File: src/hw/rtl/robust_holt_winters_smoother_assert.svh
// Assertion macros for the robust Holt-Winters smoother.
`ifndef ROBUST_HOLT_WINTERS_SMOOTHER_ASSERT_SVH
`define ROBUST_HOLT_WINTERS_SMOOTHER_ASSERT_SVH

// Same-cycle implication, sampled on clk and disabled during rst.
`define RHWS_ASSERT_IMPLIES(label, ante, cons) \
  label: assert property (@(posedge clk) disable iff (rst) (ante) |-> (cons)) \
    else $error("rhws: same-cycle check failed");

// Next-cycle implication, sampled on clk and disabled during rst.
`define RHWS_ASSERT_NEXT(label, ante, cons) \
  label: assert property (@(posedge clk) disable iff (rst) (ante) |=> (cons)) \
    else $error("rhws: next-cycle check failed");

`endif

File: src/hw/rtl/rhws_pkg.sv
// Shared types, constants and fixed-point helpers of the robust Holt-Winters smoother.
package rhws_pkg;

  localparam int MAX_PERIOD_DEF = 64;
  localparam int DIV_STEPS = 48;
  localparam int SQRT_STEPS = 32;
  localparam logic [16:0] ONE_Q = 17'd65536;

  typedef enum logic [2:0] {
    OP_SAMPLE = 3'd0,
    OP_LEVEL  = 3'd1,
    OP_TREND  = 3'd2,
    OP_SEASON = 3'd3,
    OP_SCALE  = 3'd4
  } opcode_t;

  typedef enum logic [2:0] {
    CFG_LEVEL_GAIN    = 3'd0,
    CFG_TREND_GAIN    = 3'd1,
    CFG_SEASON_GAIN   = 3'd2,
    CFG_SCALE_MEMORY  = 3'd3,
    CFG_CLIP_LIMIT    = 3'd4,
    CFG_WEIGHT_GAIN   = 3'd5,
    CFG_MODE_BITS     = 3'd6,
    CFG_SEASON_LENGTH = 3'd7
  } cfg_idx_t;

  typedef struct packed {
    logic              start;
    logic signed [31:0] num;
    logic signed [31:0] den;
  } div_req_t;

  typedef struct packed {
    logic              done;
    logic signed [31:0] quo;
  } div_rsp_t;

  typedef struct packed {
    logic        start;
    logic [63:0] x;
  } sqrt_req_t;

  typedef struct packed {
    logic        done;
    logic [31:0] root;
  } sqrt_rsp_t;

  function automatic logic signed [31:0] sat32(input logic signed [63:0] v);
    if (v > 64'sd2147483647) begin
      return 32'sh7FFFFFFF;
    end else if (v < -64'sd2147483648) begin
      return 32'sh80000000;
    end else begin
      return v[31:0];
    end
  endfunction

  // Divide by 65536, rounding toward zero.
  function automatic logic signed [47:0] qtrunc(input logic signed [63:0] p);
    logic signed [63:0] b;
    b = p + (p[63] ? 64'sd65535 : 64'sd0);
    return b[63:16];
  endfunction

  function automatic logic signed [31:0] mulq(input logic signed [63:0] p);
    return sat32(64'(qtrunc(p)));
  endfunction

  function automatic logic signed [32:0] sx33(input logic signed [31:0] v);
    return {v[31], v};
  endfunction

  function automatic logic [16:0] gain_sat(input logic [16:0] v);
    return (v > ONE_Q) ? ONE_Q : v;
  endfunction

endpackage

File: src/hw/rtl/rhws_div.sv
// Shared restoring divider computing a saturated Q16.16 quotient, one bit a cycle.
module rhws_div
  import rhws_pkg::*;
(
  input  logic     clk,
  input  logic     rst,
  input  div_req_t req,
  output div_rsp_t rsp
);

  localparam int CW = $clog2(DIV_STEPS);

  typedef enum logic [1:0] {DV_IDLE, DV_RUN, DV_FIN} dv_state_t;

  dv_state_t            state;
  logic [CW-1:0]        cnt;
  logic [31:0]          rem;
  logic [31:0]          dmag;
  logic [DIV_STEPS-1:0] qsh;
  logic                 neg;
  logic [31:0]          nraw;
  logic [31:0]          draw;
  logic [31:0]          num_mag;
  logic [31:0]          den_mag;
  logic [32:0]          trial;

  assign nraw    = req.num;
  assign draw    = req.den;
  assign num_mag = nraw[31] ? (~nraw + 32'd1) : nraw;
  assign den_mag = draw[31] ? (~draw + 32'd1) : draw;
  assign trial   = {rem, qsh[DIV_STEPS-1]};

  always_ff @(posedge clk) begin
    if (rst) begin
      state    <= DV_IDLE;
      rsp.done <= 1'b0;
    end else begin
      rsp.done <= 1'b0;
      case (state)
        DV_IDLE: begin
          if (req.start) begin
            if (req.den == 32'sd0) begin
              rsp.quo  <= (req.num > 32'sd0) ? 32'sh7FFFFFFF :
                          ((req.num < 32'sd0) ? 32'sh80000000 : 32'sd0);
              rsp.done <= 1'b1;
            end else begin
              rem   <= '0;
              qsh   <= {num_mag, {(DIV_STEPS-32){1'b0}}};
              dmag  <= den_mag;
              neg   <= req.num[31] ^ req.den[31];
              cnt   <= '0;
              state <= DV_RUN;
            end
          end
        end
        DV_RUN: begin
          if (trial >= {1'b0, dmag}) begin
            rem <= 32'(trial - {1'b0, dmag});
            qsh <= {qsh[DIV_STEPS-2:0], 1'b1};
          end else begin
            rem <= trial[31:0];
            qsh <= {qsh[DIV_STEPS-2:0], 1'b0};
          end
          cnt <= cnt + CW'(1);
          if (cnt == CW'(DIV_STEPS - 1)) begin
            state <= DV_FIN;
          end
        end
        DV_FIN: begin
          if (!neg) begin
            rsp.quo <= (qsh > DIV_STEPS'(32'h7FFFFFFF)) ? 32'sh7FFFFFFF : qsh[31:0];
          end else begin
            rsp.quo <= (qsh > DIV_STEPS'(32'h80000000)) ? 32'sh80000000 :
                       (~qsh[31:0] + 32'd1);
          end
          rsp.done <= 1'b1;
          state    <= DV_IDLE;
        end
        default: state <= DV_IDLE;
      endcase
    end
  end

endmodule

File: config.mk
export PLATFORM = sky130hd
export DESIGN_NAME = rhws_div
export DESIGN_NICKNAME = d
export VERILOG_FILES = /design/src/hw/rtl/robust_holt_winters_smoother_assert.svh /design/src/hw/rtl/rhws_pkg.sv /design/src/hw/rtl/rhws_div.sv
export SDC_FILE = /design/constraint.sdc
export NUM_CORES = 1
export LEC_CHECK = 0
export ABC_AREA = 1
export CORE_MARGIN = 5
export CORE_UTILIZATION = 55
export DETAILED_ROUTE_END_ITERATION = 8
export DONT_BUFFER_PORTS = 1
export PLACE_DENSITY = 0.7
export SETUP_SLACK_MARGIN = 0.5
export SLEW_MARGIN = 5
export SYNTH_ARGS = -nofsm -noshare
export SYNTH_HDL_FRONTEND = slang
export SYNTH_SLANG_ARGS = --single-unit
File: constraint.sdc
create_clock -name clk -period 6.4 [get_ports clk]
set_input_delay 1.28 -clock clk [delete_from_list [all_inputs] [get_ports clk]]
set_output_delay 1.28 -clock clk [all_outputs]
set_load 0.02 [all_outputs]
==> metrics.csv, run 1 <==
metric,value,unit
post-synthesis cell type count,50,
fin util,59.6,%
cts bufs inserted,17,
largest net degree at the start of global routing,79,
WHS Path Cells,1,
Ys Warns,0,
leakage,6.20,nW
final hold violation count,0,
cell row count,54,
maximum VDD drop,0.223,mV
Die Area,25500,um2
Final Power,2.91,mW
WL per Instance,15.8,um
status,"finished, final reports clean",
Worst EP required,6.50,ns
ANT nets after route,0,
FMAX,292,MHz
DIE HEIGHT,160,um
drt via density,5.33,
Hold Startpoint,state[1]$_SDFFE_PP0P_,
Rel. slew slack,28.6,%
DRC Markers,0,
Crit. End Element,register,
via count,10900,
antenna cells,0,
TritonCTS clock tree,done,
Final Max Slew Viols,0,
endpoints failing setup,0,
Post-synth EDFFs,151,
syn_area_per_cell,6.99,um2
"FFs w/ async S/R, synth",0,%
Setup crit start kind,input pin,
share of layout cells above drive strength 1,7.78,%
final instance area,13100,um2
H-tree levels,4,
Max-Cap Viols,0,
Hold Path Class,register to register,
Chip Width,160,um
post-layout minimum cycle time,3.42,ns
Initial Util,56.1,%
vias in the first global route,10000,
Reg-to-Reg End,rsp[4]$_DFFE_PP_,
worst reg2reg path startpoint,neg$_DFFE_PP_,
CTS resizes,0,
"Seq/Total Area, Yosys",37.3,%
R2R Setup Slk,3.52,ns
Setup CP Type,input pin to register,
worst r2r path cells,7,
first-pass GRT wire length,52.1,mm
Slew @ Worst Pin,1.07,ns
area of the core,22000,um2
Synth Flop Type,edfxtp_1,
routability congestion estimate,0.967,
Layout Skew,0.0129,ns
Syn Inst Count,1760,
Clock Tree Buf Depth,2,
Final Net Count,1853,
Synth Net Count,1864,
register bit total from synthesis,154,
I/O Pins,100,
Post-CTS Hold Fix Bufs,0,
Final Cycle Share,53.4,%
Iteration-0 DRC Markers,919,
Clock Tree Root,clkbuf_16,
crit path DAT,3.52,ns
dpl hpwl,25.0,mm
PortBufs,0,
initial antenna violation count,0,
RSZ-0062 raised after global routing,false,
Setup TNS,0,ns
worst-skew pair later-pin latency,0.43,ns
Synth-to-Final Area Change,6.25,%
Clock Sinks,154,
clock slew at reported path FFs,0.07,ns
DRT Pass-1 Iters,5,
total global routing overflow,0,
Post-DP Area,12500,um2
Total Wirelength,32.2,mm
post-CTS setup buffers,0,
crit path max fanout,51,
power per cell area,223,nW/um2
Min-Delay Endpoint,state[1]$_SDFFE_PP0P_,
Mapped Area,12300,um2
total global-route track usage,25.1,%
registers in the layout, summed over array words and instances, names as in the netlist:
signal and flops:
qsh 48, rsp 33, dmag 32, rem 32
cnt 6, state 2, neg 1
cell families after synthesis:
kind of cell | share of synthesized area [%]
fa+ha+maj | 3.82
compound gates | 5.86
xor+xnor | 4.77
simple gates | 37.6
buf+inv | 10.7
flops | 37.3
report_power, final:
| group | leakage, nW | switching, mW | total [mW] | internal, mW |
|---|---|---|---|---|
| Combinational | 4.46 | 0.474 | 0.696 | 0.222 |
| Clock | 0.258 | 0.452 | 0.955 | 0.504 |
| Sequential | 1.49 | 0.0533 | 1.26 | 1.21 |
stage by stage:
step	setup slack (ns)	std cells	hold slack [ns]
2_1_floorplan	1.63	1760	0.443
5_1_grt	2.74	2042	0.572
6_report	2.98	2042	0.538
3_3_place_gp	2.59	2010	0.524
4_1_cts	2.96	2042	0.541
3_5_place_dp	2.52	2010	0.529
worst max path at each step:
stage            from               endpoint  slack, ns  cells after the start
2_1_floorplan  req[1]       rsp[0]$_DFFE_PP_       1.63                      8
3_3_place_gp   req[0]  rem[15]$_SDFFCE_PN0P_       2.59                     10
3_5_place_dp   req[0]  rem[15]$_SDFFCE_PN0P_       2.52                     10
4_1_cts        req[0]   rem[4]$_SDFFCE_PN0P_       2.96                     10
5_1_grt        req[1]  qsh[15]$_SDFFCE_PN0P_       2.74                     10
6_report       req[0]   rem[4]$_SDFFCE_PN0P_       2.98                     10
routing by layer:
layer	GRT usage [%]	vias to the layer above	routed length, um
li1	-	5561	-
met1	37.2	4923	15200
met2	38.8	375	14200
met3	4.48	30	2420
met4	5.29	0	389
met5	0	-	0
worst max-delay path: stages:
cell and delay (ns):
inv_1 0.02, ha_1 0.22, nand3_1 0.15, nor2_1 0.08, nand2_1 0.11, nor2_2 0.08
nor2_1 0.25, nor2_1 0.12, nor2_4 0.81, buf_12 0.37
final cells by class:
| class | count | area (um2) |
|---|---|---|
| multi-input cells | 1275 | 6420 |
| clock inverters | 15 | 119 |
| fillers | 2086 | 8880 |
| well taps | 280 | 350 |
| flip-flops and latches | 154 | 4590 |
| inverters | 295 | 1110 |
| clock buffers | 17 | 425 |
| repair buffers | 6 | 57.6 |
layout by cell type (no fill, tap or decap), types with 6 or more instances in the layout:
cell	instances
nand2_1	522
inv_1	276
nor2_1	244
edfxtp_1	151
nand3_1	124
o21ai_0	56
xor2_1	56
a21oi_1	40
ha_1	36
nand4_1	29
nand3_2	23
nor3_1	20
clkbuf_16	17
nor2_2	16
nand2_2	16
inv_2	13
xnor2_1	11
o21ai_2	10
clkinv_1	9
nand3b_1	8
nor2_4	7
or2_2	6
and2_1	6
cells in the mapped netlist (6+ instances only):
cell type | number | area (um2)
nor3_1 | 21 | 105
nand3b_1 | 8 | 60.1
nand2_1 | 522 | 1960
buf_6 | 7 | 78.8
nand4_1 | 29 | 181
nand3_1 | 124 | 621
nand3_2 | 23 | 230
edfxtp_1 | 151 | 4530
o21ai_2 | 10 | 87.6
nand2_2 | 16 | 100
clkbuf_1 | 18 | 67.6
o21ai_0 | 56 | 280
xnor2_1 | 11 | 96.3
xor2_1 | 56 | 490
a21oi_1 | 40 | 200
and2_1 | 6 | 37.5
or2_2 | 6 | 37.5
clkinv_1 | 6 | 22.5
nor2_2 | 15 | 93.8
nor2_1 | 247 | 927
inv_1 | 276 | 1040
ha_1 | 36 | 450
inv_2 | 13 | 48.8
buf_2 | 8 | 40.0
Power figures use the tool's default switching activity.
==> inputs of run 2 (changes only) <==
--- a/config.mk
+++ b/config.mk
@@ -5,12 +5,12 @@
 export SDC_FILE = /design/constraint.sdc
 export NUM_CORES = 1
 export LEC_CHECK = 0
-export ABC_AREA = 1
+export ABC_AREA = 0
 export CORE_MARGIN = 5
 export CORE_UTILIZATION = 55
 export DETAILED_ROUTE_END_ITERATION = 8
 export DONT_BUFFER_PORTS = 1
-export PLACE_DENSITY = 0.7
+export PLACE_DENSITY = 0.67
 export SETUP_SLACK_MARGIN = 0.5
 export SLEW_MARGIN = 5
 export SYNTH_ARGS = -nofsm -noshare
==> constraint.sdc (replaced) <==
create_clock -name clk -period 3.31 [get_ports clk]
set_input_delay 0.662 -clock clk [delete_from_list [all_inputs] [get_ports clk]]
set_output_delay 0.662 -clock clk [all_outputs]
set_load 0.02 [all_outputs]
==> run 2 against run 1 <==
  * Final area down 4.2%
  * Hold slack worse by 0.23 ns
  * Wire length down 16%
  * Clock power up 120%
  * Sequential share of layout area up 1.5 points
  * Synthesized area down 20%
  * Highest routed layer unchanged
==> metrics.csv, run 2 <==
metric,value,unit,change
status,"finished, final reports clean",,unchanged
worst-skew pair later-pin latency,0.43,ns,about the same
multi-input logic area,5640,um2,was 6420 um2
antenna cells,0,,unchanged
top cells by instance count after synthesis,"151 x edfxtp_1, 131 x nand2_1, 68 x o21ai_0, 63 x nor2_1, 58 x inv_1",,"was 522 x nand2_1, 276 x inv_1, 247 x nor2_1, 151 x edfxtp_1, 124 x nand3_1"
drt via density,6.22,,was 5.33
Final Net Count,1204,,was 1853
Final Max Slew Viols,0,,unchanged
Post-DP Area,10500,um2,was 12500 um2
Max-Cap Viols,0,,unchanged
Placed Cells,1240,,was 2010
dpl hpwl,15.7,mm,was 25.0 mm
Area contributors post-synth,"edfxtp_1 46%, nand2_1 5.0%, ha_1 4.5%",,"was edfxtp_1 37%, nand2_1 16%, inv_1 8.4%"
Setup CP Type,register to register,,was input pin to register
most flop-heavy register,qsh,,unchanged
Initial Util,55.5,%,was 56.1%
Setup crit start kind,register,,was input pin
power per cell area,477,nW/um2,was 223 nW/um2
Clock Tree Buf Depth,2,,unchanged
Hold Path Class,input pin to register,,was register to register
Mapped Area,9900,um2,was 12300 um2
total global-route track usage,23.2,%,was 25.1%
endpoints failing setup,0,,unchanged
share of layout cells above drive strength 1,21.7,%,was 7.78%
Slew @ Worst Pin,0.618,ns,was 1.07 ns
Crit. End Element,register,,unchanged
"FFs w/ async S/R, synth",0,%,unchanged
total global routing overflow,0,,unchanged
cells along the critical path,ha_4 -> buf_6 -> nand2_1 -> o211ai_1 -> o2111ai_2 -> or3b_4 -> o21ai_4 -> a41oi_4 -> buf_6 -> buf_12 -> mux2i_1 -> nor2_1,,was inv_1 -> ha_1 -> nand3_1 -> nor2_1 -> nand2_1 -> nor2_2 -> nor2_1 -> nor2_1 -> nor2_4 -> buf_12
fill count,1236,,was 2086
syn_area_per_cell,9.73,um2,was 6.99 um2
Synth Flop Type,edfxtp_1,,unchanged
FF/Latch Area,4590,um2,unchanged
CP dominant cell by count,buf_6,,was nor2_1
top-area cell type share of the netlist area,45.8,%,was 36.8%
"commonest non-fill, non-tap cell in the layout",edfxtp_1,,was nand2_1
WL per Instance,20.2,um,was 15.8 um
internal cell power,4.23,mW,was 1.93 mW
via count,8345,,was 10900
area of the core,17800,um2,was 22000 um2
Clock Tree Root,clkbuf_16,,unchanged
biggest registers after layout,"qsh x48, rsp x33",,unchanged
Post-synth EDFFs,151,,unchanged
Iteration-0 DRC Markers,697,,was 919
Rel. slew slack,58.5,%,was 28.6%
met3 global-route usage,4.37,%,was 4.48%
final instance area,12500,um2,was 13100 um2
Crit path largest cell delay,0.45,ns,was 0.81 ns
Final Cycle Share,93.3,%,
final non-filler cell total,1342,,was 2042
leading area contributor after synthesis,edfxtp_1,,unchanged
GRT busiest layer,met2,,unchanged
first-pass GRT wire length,38.2,mm,was 52.1 mm
leakage,4.65,nW,was 6.20 nW
largest net degree at the start of global routing,65,,was 79
Chip Width,144,um,was 160 um
Layout Skew,0.00793,ns,was 0.0129 ns
RSZ-0062 raised after global routing,true,,was false
WHS,0.303,ns,was 0.538 ns
DIE HEIGHT,144,um,was 160 um
Setup TNS,0,ns,unchanged
max reg flops,48,,unchanged
Clock Sinks,154,,unchanged
Buf/Inv on CP,3,,was 2
top-count cell post-synth,edfxtp_1,,was nand2_1
post-synthesis cell type count,62,,was 50
cts bufs inserted,17,,unchanged
Total Wirelength,27.1,mm,was 32.2 mm
crit path DAT,3.24,ns,was 3.52 ns
Ys Warns,0,,unchanged
PortBufs,0,,unchanged
"Seq/Total Area, Yosys",46.4,%,was 37.3%
Post-CTS Hold Fix Bufs,0,,unchanged
Comb pwr share,24.7,%,was 23.9%
DRT Pass-1 Iters,5,,unchanged
post-layout minimum cycle time,3.09,ns,
Crit path max-delay family,compound AO/OA/AOI/OAI gates,,was simple AND/OR/NAND/NOR gates
H-tree levels,4,,unchanged
GR Util met2,38.6,%,was 38.8%
ANT nets after route,0,,unchanged
fin util,70.3,%,was 59.6%
CP max-delay cell,edfxtp_1,,was nor2_4
vias in the first global route,7696,,was 10000
Die Area,20800,um2,was 25500 um2
GR met1 Demand/Resource,31.2,%,was 37.2%
initial antenna violation count,0,,unchanged
Synth Net Count,1122,,was 1864
I/O Pins,100,,unchanged
clock share of power,34.5,%,was 32.8%
clock slew at reported path FFs,0.06,ns,was 0.07 ns
sw power,1.75,mW,was 0.979 mW
cell row count,49,,was 54
final hold violation count,0,,unchanged
switching portion of total power,29.3,%,was 33.6%
Worst EP required,3.46,ns,was 6.50 ns
routability congestion estimate,0.859,,was 0.967
Syn Inst Count,1018,,was 1760
"commonest cells after routing, fill and taps aside","151 x edfxtp_1, 129 x nand2_1, 66 x o21ai_0",,"was 522 x nand2_1, 276 x inv_1, 244 x nor2_1"
TritonCTS clock tree,done,,unchanged
DRC Markers,0,,unchanged
Synth-to-Final Area Change,26.6,%,was 6.25%
FMAX,324,MHz,
maximum VDD drop,0.407,mV,was 0.223 mV
crit path max fanout,8,,was 51
sequential power share,40.8,%,was 43.3%
register bit total from synthesis,154,,unchanged
-- run 2: final timing paths --
path                                            start                     to  slack (ns)  cells after the start
worst max-delay path            rem[11]$_SDFFCE_PN0P_   rem[2]$_SDFFCE_PN0P_        0.22                     12
worst min-delay path                              rst  state[1]$_SDFFE_PP0P_        0.30                      1
worst max register to register  rem[11]$_SDFFCE_PN0P_   rem[2]$_SDFFCE_PN0P_        0.22                     12
worst min register to register      qsh[38]$_DFFE_PP_      qsh[39]$_DFFE_PP_        0.56                      2
-- run 2: stage by stage --
stage          setup WS (ns)  power, mW
2_1_floorplan         -0.390       3.22
3_3_place_gp         -0.0713       3.46
3_5_place_dp          -0.104       3.48
4_1_cts                0.403       5.75
5_1_grt                0.113       6.20
6_report               0.221       5.98
-- run 2: routing by layer --
metal	wire length (um)	vias up	part of all wire [%]
met5	0	-	0
met4	761	0	2.8
met3	1760	67	6.5
met2	13400	357	49
met1	11200	3975	41
li1	-	3946	-
-- run 2: timing repair --
item | CTS | global route
pin swaps | 33 | 18
endpoints found under the setup margin | 176 | 183
gates resized for setup | 68 | 62
gates cloned | 3 | 16
setup buffers | 33 | 18
hold endpoints to repair | 0 | 0
-- run 2: power by group through the flow --
stage / Clock [mW] / Combinational, mW / Sequential, mW
finish: 2.06 / 1.48 / 2.44
global placement: 0 / 1.01 / 2.46
global route: 2.16 / 1.59 / 2.45
CTS: 2.07 / 1.25 / 2.42
floorplan: 0 / 0.799 / 2.43
detailed placement: 0 / 1.02 / 2.46
-- run 2: kinds of logic (layout without fill, tap and decap cells) --
group | count (synthesis) | in the layout | share of synthesized area [%]
multiplexers | 19 | 19 | 1.92
AND/OR/NAND/NOR | 374 | 374 | 19.0
buffers and inverters | 98 | 191 | 3.98
adder cells (fa/ha/maj) | 37 | 37 | 4.75
XOR/XNOR | 86 | 86 | 7.61
flip-flops | 154 | 154 | 46.4
AO/OA/AOI/OAI | 250 | 252 | 16.4
-- run 2: final cells by class --
class | instances | share of cell area (%)
Timing Repair Buffer | 101 | 9.45
Clock inverter | 15 | 1.50
Sequential cell | 154 | 36.7
Clock buffer | 17 | 3.39
Inverter | 58 | 1.74
Multi-Input combinational cell | 768 | 45.0
Tap cell | 229 | 2.29
-- run 2: worst reg2reg max path: cells and delay by family, from the launching register on --
family | cells | cell delay (ns)
mux | 1 | 0.29
buf+inv | 3 | 0.41
flops | 1 | 0.45
fa+ha+maj | 1 | 0.34
simple gates | 3 | 0.47
compound gates | 4 | 0.86
==> inputs of run 3 (changes only) <==
--- a/config.mk
+++ b/config.mk
@@ -6,13 +6,14 @@
 export NUM_CORES = 1
 export LEC_CHECK = 0
 export ABC_AREA = 0
-export CORE_MARGIN = 5
 export CORE_UTILIZATION = 55
 export DETAILED_ROUTE_END_ITERATION = 8
 export DONT_BUFFER_PORTS = 1
 export PLACE_DENSITY = 0.67
+export RECOVER_POWER = 25
 export SETUP_SLACK_MARGIN = 0.5
 export SLEW_MARGIN = 5
 export SYNTH_ARGS = -nofsm -noshare
 export SYNTH_HDL_FRONTEND = slang
 export SYNTH_SLANG_ARGS = --single-unit
+export TNS_END_PERCENT = 1
==> run 3 against run 2 <==
  * Clock skew barely moved
  * Register-to-register slack improved by 0.07 ns
  * Count of clock-buffer cells in the layout rose by 2
  * Largest cell class unchanged
  * Cell count fell by 2.3%
  * Critical endpoint is now rem[29]$_SDFFCE_PN0P_
  * Non-clock buffer count fell by 24
==> metrics.csv, run 3 (synthesis results as in run 2) <==
metric,value,unit,change
final hold violation count,0,,unchanged
Max-Cap Viols,0,,unchanged
drt via density,5.99,,was 6.22
Placed Cells,1256,,was 1240
crit path max fanout,4,,was 8
H-tree levels,4,,unchanged
endpoints failing setup,0,,unchanged
cell row count,48,,was 49
"commonest cells after routing, fill and taps aside","151 x edfxtp_1, 131 x nand2_1, 68 x o21ai_0",,"was 151 x edfxtp_1, 129 x nand2_1, 66 x o21ai_0"
WL per Instance,17.4,um,was 20.2 um
max reg flops,48,,unchanged
Worst EP required,3.48,ns,was 3.46 ns
leakage,4.34,nW,was 4.65 nW
fin util,66.8,%,was 70.3%
post-layout minimum cycle time,3.02,ns,was 3.09 ns
Slew @ Worst Pin,1.23,ns,was 0.618 ns
power per cell area,475,nW/um2,was 477 nW/um2
Die Area,18500,um2,was 20800 um2
"commonest non-fill, non-tap cell in the layout",edfxtp_1,,unchanged
Setup CP Type,register to register,,unchanged
area of the core,17400,um2,was 17800 um2
total global routing overflow,0,,unchanged
Iteration-0 DRC Markers,638,,was 697
maximum VDD drop,0.416,mV,was 0.407 mV
TritonCTS clock tree,done,,unchanged
share of layout cells above drive strength 1,15.2,%,was 21.7%
most flop-heavy register,qsh,,unchanged
Layout Skew,0.00767,ns,was 0.00793 ns
first-pass GRT wire length,36.8,mm,was 38.2 mm
total global-route track usage,25.6,%,was 23.2%
Final Power,5.53,mW,was 5.98 mW
Final Max Slew Viols,0,,unchanged
largest net degree at the start of global routing,65,,unchanged
pre-CTS WS,-0.0754,ns,was -0.104 ns
PortBufs,0,,unchanged
Clock Tree Root,clkbuf_16,,unchanged
FMAX,331,MHz,was 324 MHz
crit path DAT,3.19,ns,was 3.24 ns
Initial Util,56.9,%,was 55.5%
status,"finished, final reports clean",,unchanged
biggest registers after layout,"qsh x48, rsp x33",,unchanged
final non-filler cell total,1311,,was 1342
dpl hpwl,15.6,mm,was 15.7 mm
initial antenna violation count,0,,unchanged
DRC Markers,0,,unchanged
Final Cycle Share,91.3,%,was 93.3%
via count,7853,,was 8345
Total Wirelength,22.8,mm,was 27.1 mm
Crit. End Element,register,,unchanged
vias in the first global route,7396,,was 7696
Post-CTS Hold Fix Bufs,0,,unchanged
worst-skew pair later-pin latency,0.42,ns,was 0.43 ns
RSZ-0062 raised after global routing,true,,unchanged
Clock Sinks,154,,unchanged
DRT Pass-1 Iters,5,,unchanged
Clock Tree Buf Depth,2,,unchanged
Synth-to-Final Area Change,17.6,%,was 26.6%
ANT nets after route,0,,unchanged
I/O Pins,100,,unchanged
Chip Width,136,um,was 144 um
antenna cells,0,,unchanged
Hold Path Class,input pin to register,,unchanged
Rel. slew slack,17.9,%,was 58.5%
cts bufs inserted,17,,unchanged
DIE HEIGHT,136,um,was 144 um
clock slew at reported path FFs,0.06,ns,about the same
routability congestion estimate,0.841,,was 0.859
Final Net Count,1178,,was 1204
Final WS setup,0.289,ns,was 0.221 ns
Setup crit start kind,register,,unchanged
==> run 3: changes by cell type in the layout (fill, tap and decap cells not counted), moves of 6 or more <==
cell       change
and2_0        +12
and2_1        -12
buf_6         -11
clkbuf_16      -9
clkbuf_1       +6
ha_4           -6
==> run 3: per-stage QoR <==
step / hold slack, ns / TNS [ns] / cell area, um2
final: 0.315 / 0 / 11600
after detailed placement: 0.546 / -6.49 / 10600
after CTS: 0.313 / 0 / 11600
after global placement: 0.535 / -3.26 / 10600
after floorplan: 0.522 / -46.84 / 9940
after global routing: 0.305 / 0 / 11600
==> run 3: final cells by class <==
cell class / count / area (um2)
inverters: 58 / 218
repair buffers: 77 / 751
well taps: 225 / 282
flip-flops and latches: 154 / 4590
clock inverters: 12 / 125
multi-input cells: 766 / 5240
clock buffers: 19 / 433
fillers: 1391 / 5780
==> run 3: report_power, final <==
group	switching [mW]	total (mW)	internal, mW
sequential	0.107	2.43	2.32
combinational	0.648	1.24	0.588
clock	0.774	1.87	1.10
==> run 3: worst max-delay path, stage by stage (launching register included) <==
cell      delay (ns)
edfxtp_1        0.44
ha_4            0.30
buf_6           0.11
nand2_1         0.06
or4_4           0.57
nor3_4          0.15
a31oi_2         0.13
buf_4           0.16
a41oi_4         0.25
buf_12          0.16
buf_4           0.12
nor2_1          0.06
a22o_1          0.28
==> run 3: worst paths after layout <==
check | start | end | slack (ns) | depth (start not counted)
setup / recovery | rem[3]$_SDFFCE_PN0P_ | rem[29]$_SDFFCE_PN0P_ | 0.29 | 12
hold / removal | rst | state[1]$_SDFFE_PP0P_ | 0.32 | 1
setup reg to reg | rem[3]$_SDFFCE_PN0P_ | rem[29]$_SDFFCE_PN0P_ | 0.29 | 12
hold reg to reg | qsh[38]$_DFFE_PP_ | qsh[39]$_DFFE_PP_ | 0.55 | 2
==> run 3: what timing repair did <==
action	CTS	global route
setup buffers	16	6
cloned	2	0
setup endpoints to repair	154	185
hold endpoints to repair	0	0
resized for setup	45	5
pin swaps	25	5
==> run 3: metal layers <==
metal  vias up  wire length (um)  global-route usage, %
met5         -                 0                      0
met1      3717             10600                   35.1
met4         0               156                   6.48
li1       3889                 -                      -
met3        18              1320                   5.18
met2       229             10800                   41.3
